## src/sv/fbc_pkg.sv

```systemverilog
package fbc_pkg;

	localparam int NUM_PLANE_REGS = 6;
	localparam int REG_IDX_BITS = 3;
	localparam int PLANE_BITS = 64;
	localparam int NORM_BITS = 16;
	localparam int FRAC_BITS = 14;
	localparam int D_ALIGNED_BITS = NORM_BITS + FRAC_BITS;
	localparam int CNT_BITS = 16;
	localparam logic [CNT_BITS-1:0] CNT_MAX = '1;
	localparam int QUEUE_DEPTH = 4;
	localparam int QUEUE_PTR_BITS = 2;

	typedef enum logic [1:0] {
		CLS_OUTSIDE   = 2'd0,
		CLS_INTERSECT = 2'd1,
		CLS_INSIDE    = 2'd2,
		CLS_INVALID   = 2'd3
	} class_t;

	typedef struct packed {
		logic   list_start;
		class_t class_code;
	} item_t;

	function automatic logic [CNT_BITS-1:0] sat_inc(input logic [CNT_BITS-1:0] c);
		return (c == CNT_MAX) ? c : c + 1'b1;
	endfunction

endpackage

```

## src/sv/fbc_back.sv

```systemverilog
module fbc_back (
	input  logic                          clk,
	input  logic                          arst_n,
	input  logic                          in_valid,
	input  fbc_pkg::item_t                in_item,
	output logic                          in_take,
	output logic                          empty,
	input  logic                          pop,
	output logic                          visible,
	output fbc_pkg::class_t               class_code,
	output logic [fbc_pkg::CNT_BITS-1:0]  total_seen,
	output logic [fbc_pkg::CNT_BITS-1:0]  visible_seen,
	output logic [fbc_pkg::CNT_BITS-1:0]  culled_seen
);
	import fbc_pkg::*;

	logic out_valid_q;
	logic vis_q;
	class_t cls_q;
	logic [CNT_BITS-1:0] total_q, vis_cnt_q, cull_cnt_q;
	logic [CNT_BITS-1:0] total_base, vis_base, cull_base;
	logic is_vis;

	assign in_take = in_valid && (!out_valid_q || pop);
	assign is_vis = in_item.class_code != CLS_OUTSIDE;

	// list start drops the old counts before this word is counted
	assign total_base = in_item.list_start ? '0 : total_q;
	assign vis_base = in_item.list_start ? '0 : vis_cnt_q;
	assign cull_base = in_item.list_start ? '0 : cull_cnt_q;

	always_ff @(posedge clk or negedge arst_n) begin
		if (!arst_n) begin
			out_valid_q <= 1'b0;
			total_q <= '0;
			vis_cnt_q <= '0;
			cull_cnt_q <= '0;
		end else begin
			if (in_take) begin
				out_valid_q <= 1'b1;
				total_q <= sat_inc(total_base);
				vis_cnt_q <= is_vis ? sat_inc(vis_base) : vis_base;
				cull_cnt_q <= is_vis ? cull_base : sat_inc(cull_base);
			end else if (pop) begin
				out_valid_q <= 1'b0;
			end
		end
	end

	always_ff @(posedge clk) begin
		if (in_take) begin
			vis_q <= is_vis;
			cls_q <= in_item.class_code;
		end
	end

	assign empty = !out_valid_q;
	assign visible = vis_q;
	assign class_code = cls_q;
	assign total_seen = total_q;
	assign visible_seen = vis_cnt_q;
	assign culled_seen = cull_cnt_q;

endmodule
```

## config.mk

```make
export PLATFORM = sky130hd
export DESIGN_NAME = fbc_back
export DESIGN_NICKNAME = d
export VERILOG_FILES = /design/src/sv/fbc_pkg.sv /design/src/sv/fbc_back.sv
export SDC_FILE = /design/constraint.sdc
export NUM_CORES = 1
export LEC_CHECK = 0
export ABC_AREA = 1
export ABC_CLOCK_PERIOD_IN_PS = 2100
export BUFFER_PORTS_ARGS = -buffer_cell sky130_fd_sc_hd__clkbuf_2
export CORE_MARGIN = 2
export CORE_UTILIZATION = 56
export CTS_CLUSTER_SIZE = 14
export DETAILED_ROUTE_END_ITERATION = 10
export HOLD_SLACK_MARGIN = 0.02
export MAX_ROUTING_LAYER = met4
export PLACE_DENSITY_LB_ADDON = 0.3
export SYNTH_ARGS = -nofsm -noshare
export SYNTH_HDL_FRONTEND = slang
export SYNTH_SLANG_ARGS = --single-unit
```

## constraint.sdc

```tcl
create_clock -name clk -period 2.1 [get_ports clk]
set_input_delay 0.42 -clock clk [delete_from_list [all_inputs] [get_ports clk]]
set_output_delay 0.42 -clock clk [all_outputs]
set_load 0.05 [all_outputs]
```

==> out/metrics.sh <==
OVERFLOW=0
SYNTH_TOP_AREA_CELL='sky130_fd_sc_hd__dfrtp_1'
DRCVIOLATIONCOUNT=0
SYNTH_TOP_AREA_SHARE=0.343
CTS_SETUP_BUFFERS=0
DIE_W_UM=83.8
VIAS=3489
YS_TOP_CELLS_BY_COUNT='sky130_fd_sc_hd__nand2_1, sky130_fd_sc_hd__inv_1, sky130_fd_sc_hd__nor2_1, sky130_fd_sc_hd__dfrtp_1, sky130_fd_sc_hd__nand3_1'
ANTENNA_VIOLATING_NETS_POST_ROUTE=0
MIN_PATH_TYPE='in2async'
CLK_LATENCY_NS=0.31
CTS.HOLD.BUFFERS_ADDED=0
MAPPEDNETLISTAREA_UM2=3570
P_LEAK_nW=2.04
GRT_FIRST_PASS_WIRELENGTH_MM=14.8
LAYOUT-AREA-OVERHEAD-VS-SYNTH_PCT=17.3
FIN_AREA_UM2=4190
CP_NUM_BUF_INV=2
SKEW_NS=0.00812
CLKSLEWWORSTSETUPHOLDPATHS_NS=0.10
HTREEDEPTH=2
RSZ0062_AT_GRT='false'
CRITPATHCAPTURETYPE='primary output'
FINAL.MIN_CLOCK_PERIOD_NS=1.82
DIODES=0
DRV_CAP=0
CP.REQUIRED_NS=1.68
YOSYS.CELL_COUNT.TOP_TYPE='sky130_fd_sc_hd__nand2_1'
TIMING.CRITICAL_PATH.SLOWEST_CELL_DELAY_NS=0.39
GRT_UTIL_ALL_LAYERS=0.263
PEAKVDDDROP_mV=0.354
POST-PLACE-WS_NS=0.0473
FINALHOLDVIOLCOUNT=0
POSTSYNTH.ASYNCRESETSHARE=0.942
DESIGN.DIE.AREA_UM2=7030
SYNTH-MAIN-FF-CELL='sky130_fd_sc_hd__dfrtp_1'
FINALSETUPVIOLCOUNT=0
SYNTH_FP_NETS=507
CLOCK_SINKS=52
SLEW_VIOLATIONS=0
CTS_TREE='built'
TIMING.SLEW.HEADROOM=0.627
ROUTEDWLPERCELL_UM=13.5
SYNTH-EDFF-COUNT=3
SYNTH_SEQ_AREA_SHARE=0.369
LAYOUT-DRIVE-GT1-SHARE=0.246
GRT_START_MAX_NET_PINS=31
PLACEMENT_ROWS=29
CRITPATHMOSTFREQUENTCELL='sky130_fd_sc_hd__nand2_1'
CPMAXSTAGEDELAYCELL='sky130_fd_sc_hd__dfrtp_1'
SYN_AVG_CELL_AREA_UM2=7.18
SYNTH_CELL_TYPES=32
POWER_DENSITY_nW_PER_UM2=533
CP_MAX_FANOUT=8
RUN_STATUS='finished, final reports clean'
FMAXACHIEVABLE_MHz=550
HPWL_MM=6.73
BUFFER_PORTS.INSERTED=59
INITIAL_UTILIZATION=0.572
DIE-HEIGHT_UM=83.8
PATH_CLASS='reg2out'
PLACE.GP.CONGESTION=0.976
DETAIL_ROUTE.VIAS_PER_CELL=5.33
CLK_ROOT_BUFFER_CELL='sky130_fd_sc_hd__clkbuf_8'
TIGHTEST_SLEW_NS=0.560
POST-LAYOUT-TOTAL-POWER_mW=2.23
LAYOUT_WORST_PATH_CYCLE_SHARE=0.866
FIN_TNS_SETUP_NS=0
CRIT_PATH_CELL_TRACE='nand2_1, nand2_1, inv_1, buf_12'
VIA_COUNT_OF_THE_FIRST_GLOBAL_ROUTING_PASS=3285
DETAIL_ROUTE.WIRELENGTH_MM=8.81
CP.ARRIVAL_NS=1.40
NUMCTSBUFFERS=5
AREA_OF_THE_CORE_UM2=6240
NUMBER_OF_ITERATIONS_IN_THE_FIRST_DETAILED_ROUTING_PASS=5
SYNTH.FF_LATCH_COUNT=52
CTSRESIZECOUNT=0
NUM-NETS-FINAL=586
DESIGN.PORTCOUNT=60
WHS_NS=0.0755
YOSYS_WARNINGS=0
CP_TOP_FAMILY='buffers and inverters'
INITIALDRTVIOLATIONCOUNT=235
TOP_CELLS_BY_AREA_IN_THE_SYNTHESIZED_NETLIST='sky130_fd_sc_hd__dfrtp_1, sky130_fd_sc_hd__nand2_1, sky130_fd_sc_hd__inv_1'
CRITPATHLAUNCHTYPE='flop'
SYNTH_CELLS=497
CLOCKBUFFERDEPTH=2
ANTENNA_FOUND_INITIAL=0
DPL-INSTANCE-AREA_UM2=4090
SETUP_WS_NS=0.282
==> final cells by class <==
cell class              instances  area (µm²)
well taps                      77        96.3
inverters                      69         259
flip-flops and latches         52        1320
repair buffers                 85         518
clock buffers                   6        82.6
fillers                       579        2050
clock inverters                 2        10.0
multi-input cells             363        1900
==> logic make-up (layout without fill, tap and decap cells) <==
family,after synthesis,in the layout,share of synthesized area
AND/OR/NAND/NOR,308,308,0.417
buffers and inverters,82,162,0.0978
flip-flops,52,52,0.369
XOR/XNOR,28,28,0.0687
AO/OA/AOI/OAI,24,24,0.0368
adder cells (fa/ha/maj),3,3,0.0105
==> worst reg2reg max path, cell delays in order, from the launching register on <==
cell and delay (ns):
sky130_fd_sc_hd__dfrtp_1 0.41, sky130_fd_sc_hd__inv_1 0.05, sky130_fd_sc_hd__nor2_1 0.14, sky130_fd_sc_hd__ha_1 0.20, sky130_fd_sc_hd__nand2_1 0.06, sky130_fd_sc_hd__inv_1 0.05, sky130_fd_sc_hd__nand2_1 0.10, sky130_fd_sc_hd__nor2_2 0.20
sky130_fd_sc_hd__nand4_4 0.14, sky130_fd_sc_hd__nand2_4 0.13, sky130_fd_sc_hd__inv_2 0.06, sky130_fd_sc_hd__nand2_1 0.07, sky130_fd_sc_hd__xor2_1 0.15
==> report_power, final <==
part	internal (mW)	switching [mW]	total, mW
logic	0.142	0.367	0.509
registers	1.05	0.0460	1.10
clock network	0.264	0.356	0.620
total	1.46	0.769	2.23
==> worst paths after layout <==
path	cells past startpoint	endpoint	start	slack [ns]
setup / recovery	4	in_take	out_valid_q	0.28
hold / removal	1	total_seen[5]	arst_n	0.08
setup reg to reg	12	culled_seen[7]	culled_seen[1]	0.28
hold reg to reg	2	out_valid_q	out_valid_q	0.52
max in group asynchronous	2	culled_seen[11]	arst_n	1.46
min in group clk	1	class_code[0]	in_item[0]	0.33
==> layer usage <==
layer  share of wire  vias up  global-route usage
met4           0.018        0              0.0836
met5               0        -                   -
met1            0.44     1626               0.337
li1                -     1711                   -
met3           0.055       18              0.0317
met2            0.48      134               0.437
==> registers in the layout, summed over array words and instances, names as in the netlist <==
name          cells
culled_seen      16
visible           1
visible_seen     16
out_valid_q       1
class_code        2
total_seen       16
==> metrics by stage <==
stage           util  instances
2_1_floorplan      -        497
3_3_place_gp   0.656        646
3_5_place_dp   0.656        646
4_1_cts        0.671        654
5_1_grt        0.671        654
6_report       0.671        654
==> cells in the final DEF, fill, tap and decap left out, types with 3 or more instances in the layout <==
master and n:
sky130_fd_sc_hd__buf_4 25, sky130_fd_sc_hd__clkbuf_2 58, sky130_fd_sc_hd__clkbuf_8 6, sky130_fd_sc_hd__dfrtp_1 49, sky130_fd_sc_hd__edfxtp_1 3, sky130_fd_sc_hd__ha_1 3, sky130_fd_sc_hd__inv_1 63, sky130_fd_sc_hd__inv_2 6
sky130_fd_sc_hd__nand2_1 146, sky130_fd_sc_hd__nand2_2 4, sky130_fd_sc_hd__nand3_1 40, sky130_fd_sc_hd__nand3_2 8, sky130_fd_sc_hd__nand4_1 18, sky130_fd_sc_hd__nor2_1 51, sky130_fd_sc_hd__nor2_2 17, sky130_fd_sc_hd__nor2_4 6
sky130_fd_sc_hd__nor3_1 6, sky130_fd_sc_hd__o21ai_0 16, sky130_fd_sc_hd__o21ai_1 4, sky130_fd_sc_hd__o21bai_1 3, sky130_fd_sc_hd__xnor2_1 5, sky130_fd_sc_hd__xor2_1 23
Power figures use the tool's default switching activity.
