### src/sv/fbc_pkg.sv
package fbc_pkg;

	localparam int NUM_PLANE_REGS = 6;
	localparam int REG_IDX_BITS = 3;
	localparam int PLANE_BITS = 64;
	localparam int NORM_BITS = 16;
	localparam int FRAC_BITS = 14;
	localparam int D_ALIGNED_BITS = NORM_BITS + FRAC_BITS;
	localparam int CNT_BITS = 16;
	localparam logic [CNT_BITS-1:0] CNT_MAX = '1;
	localparam int QUEUE_DEPTH = 4;
	localparam int QUEUE_PTR_BITS = 2;

	typedef enum logic [1:0] {
		CLS_OUTSIDE   = 2'd0,
		CLS_INTERSECT = 2'd1,
		CLS_INSIDE    = 2'd2,
		CLS_INVALID   = 2'd3
	} class_t;

	typedef struct packed {
		logic   list_start;
		class_t class_code;
	} item_t;

	function automatic logic [CNT_BITS-1:0] sat_inc(input logic [CNT_BITS-1:0] c);
		return (c == CNT_MAX) ? c : c + 1'b1;
	endfunction

endpackage

### src/sv/fbc_queue.sv
module fbc_queue (
	input  logic           clk,
	input  logic           arst_n,
	input  logic           push,
	output logic           full,
	input  fbc_pkg::item_t din,
	input  logic           pop,
	output logic           empty,
	output fbc_pkg::item_t dout
);
	import fbc_pkg::*;

	item_t mem [QUEUE_DEPTH];
	logic [QUEUE_PTR_BITS-1:0] wr_ptr_q, rd_ptr_q;
	logic [QUEUE_PTR_BITS:0] count_q;
	logic do_push, do_pop;

	assign full = count_q == (QUEUE_PTR_BITS+1)'(QUEUE_DEPTH);
	assign empty = count_q == '0;
	assign do_push = push && !full;
	assign do_pop = pop && !empty;
	assign dout = mem[rd_ptr_q];

	always_ff @(posedge clk) begin
		if (do_push) begin
			mem[wr_ptr_q] <= din;
		end
	end

	always_ff @(posedge clk or negedge arst_n) begin
		if (!arst_n) begin
			wr_ptr_q <= '0;
			rd_ptr_q <= '0;
			count_q <= '0;
		end else begin
			if (do_push) begin
				wr_ptr_q <= wr_ptr_q + 1'b1;
			end
			if (do_pop) begin
				rd_ptr_q <= rd_ptr_q + 1'b1;
			end
			if (do_push && !do_pop) begin
				count_q <= count_q + 1'b1;
			end else if (do_pop && !do_push) begin
				count_q <= count_q - 1'b1;
			end
		end
	end

endmodule

### config.mk
export PLATFORM = sky130hd
export DESIGN_NAME = fbc_queue
export DESIGN_NICKNAME = d
export VERILOG_FILES = /design/src/sv/fbc_pkg.sv /design/src/sv/fbc_queue.sv
export SDC_FILE = /design/constraint.sdc
export NUM_CORES = 1
export LEC_CHECK = 0
export ABC_AREA = 1
export ABC_CLOCK_PERIOD_IN_PS = 1600
export BUFFER_PORTS_ARGS = -buffer_cell sky130_fd_sc_hd__buf_4
export CELL_PAD_IN_SITES_DETAIL_PLACEMENT = 1
export CELL_PAD_IN_SITES_GLOBAL_PLACEMENT = 1
export CORE_MARGIN = 5
export CORE_UTILIZATION = 38
export CTS_BUF_LIST = sky130_fd_sc_hd__clkbuf_16
export CTS_CLUSTER_DIAMETER = 200
export DETAILED_ROUTE_END_ITERATION = 12
export PLACE_DENSITY_LB_ADDON = 0.25
export SLEW_MARGIN = 20
export SYNTH_ARGS = -nofsm -noshare
export SYNTH_HDL_FRONTEND = slang
export SYNTH_SLANG_ARGS = --single-unit
export TNS_END_PERCENT = 1
### constraint.sdc
create_clock -name clk -period 1.6 [get_ports clk]
set_input_delay 0.24 -clock clk [delete_from_list [all_inputs] [get_ports clk]]
set_output_delay 0.24 -clock clk [all_outputs]
set_load 0.1 [all_outputs]
==> results.cfg, run 1 <==
[die]
die_area_um2 = 3550
die_w_um = 59.6
num_io_pins = 12
row_count = 18
die_y_um = 59.6
core_um2 = 2410
floorplan.initialDensity_pct = 38.8

[finish]
nNetsFinal = 141
n_antenna_cell = 0
regArea_um2 = 536
fill_cells = 275
multiInputGateArea_um2 = 339
drive_above_1_share_pct = 37.0
areaGrowthSynthToFinish_pct = 39.5

[timing]
rsz0062_at_grt = true
finalSetupTns_ns = -0.0301
max_slew_margin_pct = 78.5
worst_slack_ns = -0.0219
layout_min_cycle_time_ns = 1.62
finalClockSkew_ns = 0.00738
fmax_mhz = 617
drv_slew = 0
finalSetupViolations = 2
hold_viol = 0
worst_pin_slew_ns = 0.321
period_share_pct = 101

[critical_path]
worst_ep_required_time_ns = 1.75
critPathCaptureType = flop
start_kind = flop
critPathLaunch = count_q[1]
crit_buf_inv = 3
critical-path-top-delay-family = adder cells
crit_fanout = 3
crit_arrival_ns = 1.77
cp_cell_sequence = inv_2, nand3_2, nand2_2, ha_4, inv_4, fa_2, inv_2, nand2_2, nand4_1, nand2_1
cpMaxStageDelayCell = dfrtp_1
crit_type = reg2reg
worstReg2RegStart = count_q[1]
crit_path_max_incr_delay_ns = 0.39

[drt]
wl_per_cell_um = 13.9
met1_length_um = 904
vias = 732
wl_met3_um = 63
top_layer = met4
routed_wl_mm = 2.18
drc = 0
ant_nets = 0
detail_route.iter0.violations = 19
firstDrtPassIters = 4
dr_wl_met2_mm = 1.18
vias_per_cell = 4.66

[placed_design]
gp_congestion = 0.727
dp_hpwl_mm = 1.56
port_buffers = 11

[run_status]
violations = setup timing
status = finished with violations

[hold_path]
hold_class = in2reg
min_from = din[0]

[cts]
clock_latency_ns = 0.26
cts_buffers = 3
path_clk_slew_ns = 0.06
cts_tree = yes
cts-root-buf = clkbuf_16
clock_sinks = 19
cts-htree-levels = 1
clk_path_buf_depth = 2

[synthesis]
synth.avg_cell_area_um2 = 9.74
synth_nets = 109
synthCells = 96
ys_seq_area_share_pct = 57.3
ys_ff_latch = 19
yosysWarnings = 0
yosysUniqueCellTypes = 15
synth_area_um2 = 935

[grt]
antenna_found_initial = 0
grt_start_max_net_pins = 15
globalRouteTotalUtil_pct = 14.0
grt_pass1_wl_mm = 3.54
grt_pass1_vias = 803
grt-ovfl-total = 0

[run]
cap_violations = 0
==> worst paths after layout <==
path / end / slack [ns] / cells after the start
max reg2reg: count_q[2] / -0.02 / 10
min: mem[1][0] / 0.19 / 1
min in group asynchronous: rd_ptr_q[1] / 0.33 / 2
max: count_q[2] / -0.02 / 10
max in group asynchronous: wr_ptr_q[0] / 1.13 / 2
min reg2reg: wr_ptr_q[1] / 0.54 / 2
==> final cells by class <==
class                      instances  area share (%)
sequential                        19            41.1
multi-input combinational         53            26.0
timing repair buffer              28            16.9
inverter                          23            7.01
clock buffer                       3            5.76
tap                               30            2.88
clock inverter                     1           0.384
==> stage by stage <==
step / setup slack (ns) / instances / utilization [%] / hold slack (ns) / area (um^2)
CTS: -0.0282 / 156 / 53.5 / 0.190 / 1290
floorplan: -0.00868 / 96 / - / -0.0556 / 950
detailed placement: -0.0807 / 142 / 45.8 / 0.0620 / 1100
finish: -0.0219 / 157 / 54.1 / 0.188 / 1300
global route: -0.119 / 157 / 54.1 / 0.189 / 1300
global placement: 0.00951 / 142 / 45.8 / 0.0599 / 1100
==> cell usage in the layout (no fill, tap or decap), types with 2 or more instances in the layout <==
| cell type | netlist | routed |
|---|---|---|
| inv_4 | 0 | 2 |
| inv_1 | 22 | 16 |
| buf_6 | 1 | 2 |
| clkbuf_16 | 0 | 3 |
| dfrtp_1 | 7 | 7 |
| ha_1 | 5 | 4 |
| nor2_1 | 4 | 4 |
| nand3_2 | 0 | 3 |
| nand2_1 | 26 | 23 |
| o211ai_1 | 6 | 6 |
| buf_4 | 0 | 25 |
| nand3_1 | 7 | 4 |
| nand2_2 | 1 | 4 |
| inv_2 | 1 | 5 |
| edfxtp_1 | 12 | 12 |
==> repair_timing <==
action | CTS | global route
endpoints found under the hold margin | 7 | 0
resized for setup | 10 | 2
pin swaps | 8 | 2
hold buffers | 1 | 0
endpoints found under the setup margin | 3 | 7
buffers inserted | 9 | 1
==> registers in the layout (all words and copies together), names as in the netlist <==
signal and count:
count_q 3, mem 12, rd_ptr_q 2, wr_ptr_q 2
==> Yosys cell counts <==
cell	instances	area, um^2
buf_6	1	11.3
dfrtp_1	7	175
edfxtp_1	12	360
fa_1	1	20.0
ha_1	5	62.6
inv_1	22	82.6
inv_2	1	3.75
nand2_1	26	97.6
nand2_2	1	6.26
nand3_1	7	35.0
nand4_1	1	6.26
nor2_1	4	15.0
o211ai_1	6	45.0
o21ai_0	1	5.00
xnor2_1	1	8.76
==> layer usage <==
metal | up-vias | global-route usage, %
met5 | - | 0
met4 | 0 | 7.59
met3 | 4 | 3.49
met2 | 12 | 25.1
met1 | 352 | 14.9
li1 | 364 | -
==> cells by family after synthesis <==
group,share of synthesized area [%]
compound gates,5.35
xor+xnor,0.937
fa+ha+maj,8.84
buf+inv,10.4
flops,57.3
simple gates,17.1
Power of run 1 is left out: the tool's default activity adds up to more than one toggle a clock period on the data nets, which glitch-free logic cannot reach.
==> inputs of run 2 (changes only) <==
- PLACE_DENSITY: default -> 0.8
- PLACE_DENSITY_LB_ADDON: 0.25 -> default
==> run 2 against run 1 <==
  * The flow still finishes with violations (setup timing)
  * First-iteration DRC count decreased by 21%
  * Clock skew decreased by 0.0036 ns
  * Critical endpoint unchanged
  * Critical path type unchanged
  * Flip-flop and latch count unchanged
  * Core utilization increased by 0.31 points
  * Worst setup slack got worse by 0.084 ns
  * Via count increased by 0.96%
  * Highest routed layer unchanged
==> results.cfg, run 2 (synthesized netlist as in run 1, its figures left out) <==
[run_status]
status = finished with violations
violations = setup timing

[finish]
layout_common_cells = 21 x nand2_1, 20 x buf_4, 17 x inv_1
n_antenna_cell = 0
largest_register = mem
drive_above_1_share_pct = 36.8
top_regs = mem (12), count_q (3)
areaGrowthSynthToFinish_pct = 40.3
layout_commonest_cell = nand2_1
fin_area_um2 = 1310
fill_cells = 260
nNetsFinal = 139
largest_reg_flops = 12
instances_no_fill = 155

[die]
die_area_um2 = 3550
floorplan.initialDensity_pct = 38.8
row_count = 18
die_w_um = 59.6
core_um2 = 2410
num_io_pins = 12
die_y_um = 59.6

[drt]
firstDrtPassIters = 4
drc = 0
detail_route.iter0.violations = 15
ant_nets = 0
vias = 739
wl_per_cell_um = 15.4
routed_wl_mm = 2.39
vias_per_cell = 4.77

[placed_design]
place_inst = 142
dp_hpwl_mm = 1.46
port_buffers = 11
postPlaceCellArea_um2 = 1100
gp_congestion = 0.787

[hold_path]
hold_end = mem[1][2]
hold_class = in2reg
min_from = din[2]
hold_path_depth = 1

[cts]
cts-root-buf = clkbuf_16
clk_path_buf_depth = 2
path_clk_slew_ns = 0.05
clock_latency_ns = 0.25
cts_tree = yes
cts_buffers = 3
cts-htree-levels = 1
clock_sinks = 19

[timing]
finalClockSkew_ns = 0.00373
max_slew_margin_pct = 81.3
drv_slew = 0
period_share_pct = 107
hold_viol = 0
rsz0062_at_grt = true
worst_slack_ns = -0.106
finalSetupViolations = 2
layout_min_cycle_time_ns = 1.71
worst_pin_slew_ns = 0.280
fmax_mhz = 586

[grt]
grt_start_max_net_pins = 15
grt-ovfl-total = 0
grt_pass1_wl_mm = 3.78
globalRouteTotalUtil_pct = 15.4
grt_pass1_vias = 735
antenna_found_initial = 0

[critical_path]
critPathLaunch = count_q[2]
crit_fanout = 3
start_kind = flop
worst_ep_required_time_ns = 1.75
critPathCaptureType = flop
worstReg2RegStart = count_q[2]
r2r_setup_slack_ns = -0.11
crit_type = reg2reg
r2r.worst_path.cells = 10
r2r-end = count_q[2]
crit_arrival_ns = 1.85

[run]
cap_violations = 0
run 2: repair_timing:
item / in CTS / in global routing
endpoints found under the setup margin: 3 / 7
gates resized for setup: 8 / 10
hold buffers: 1 / 0
setup buffers: 5 / 3
pin swaps: 8 / 4
hold endpoints to repair: 7 / 0
run 2: worst max path at each step:
| stage | slack [ns] | depth (start not counted) | end |
|---|---|---|---|
| floorplan | -0.009 | 11 | count_q[2] |
| global placement | 0.02 | 10 | count_q[2] |
| detailed placement | -0.07 | 10 | count_q[2] |
| CTS | -0.0001 | 10 | count_q[2] |
| global route | -0.17 | 10 | count_q[2] |
| finish | -0.11 | 10 | count_q[2] |
run 2: area by class of cell:
| cell class | count | area [um^2] | share of cell area (%) |
|---|---|---|---|
| sequential | 19 | 536 | 40.8 |
| multi-input combinational | 53 | 352 | 26.8 |
| timing repair buffer | 26 | 216 | 16.5 |
| inverter | 23 | 91.3 | 6.97 |
| clock buffer | 3 | 75.1 | 5.73 |
| tap | 30 | 37.5 | 2.86 |
| clock inverter | 1 | 3.75 | 0.286 |
run 2: metrics by stage:
step	hold WS (ns)	setup TNS [ns]	setup slack (ns)	utilization, %
2_1_floorplan	-0.0556	-0.0145	-0.00868	-
3_3_place_gp	0.0592	0	0.0161	45.8
3_5_place_dp	0.0615	-0.0663	-0.0663	45.8
4_1_cts	0.198	-0.000117	-0.000117	52.1
5_1_grt	0.200	-0.359	-0.174	54.4
6_report	0.194	-0.181	-0.106	54.4
run 2: routing by layer:
layer / track usage, % / vias up / wire length [um]
met5: 0 / - / 0
met4: 7.59 / 0 / 57
met3: 3.49 / 4 / 74
met2: 26.4 / 9 / 1260
met1: 18.1 / 363 / 1000
li1: - / 363 / -
run 2: critical path, stage by stage, from the launching register on:
cell	delay, ns
dfrtp_1	0.43
inv_2	0.09
nand3_2	0.10
nand2_2	0.12
ha_4	0.16
inv_4	0.04
fa_2	0.35
nand2_2	0.10
nand3_2	0.08
nand2_2	0.08
nand2_2	0.05
Power of run 2 is left out for the same reason.
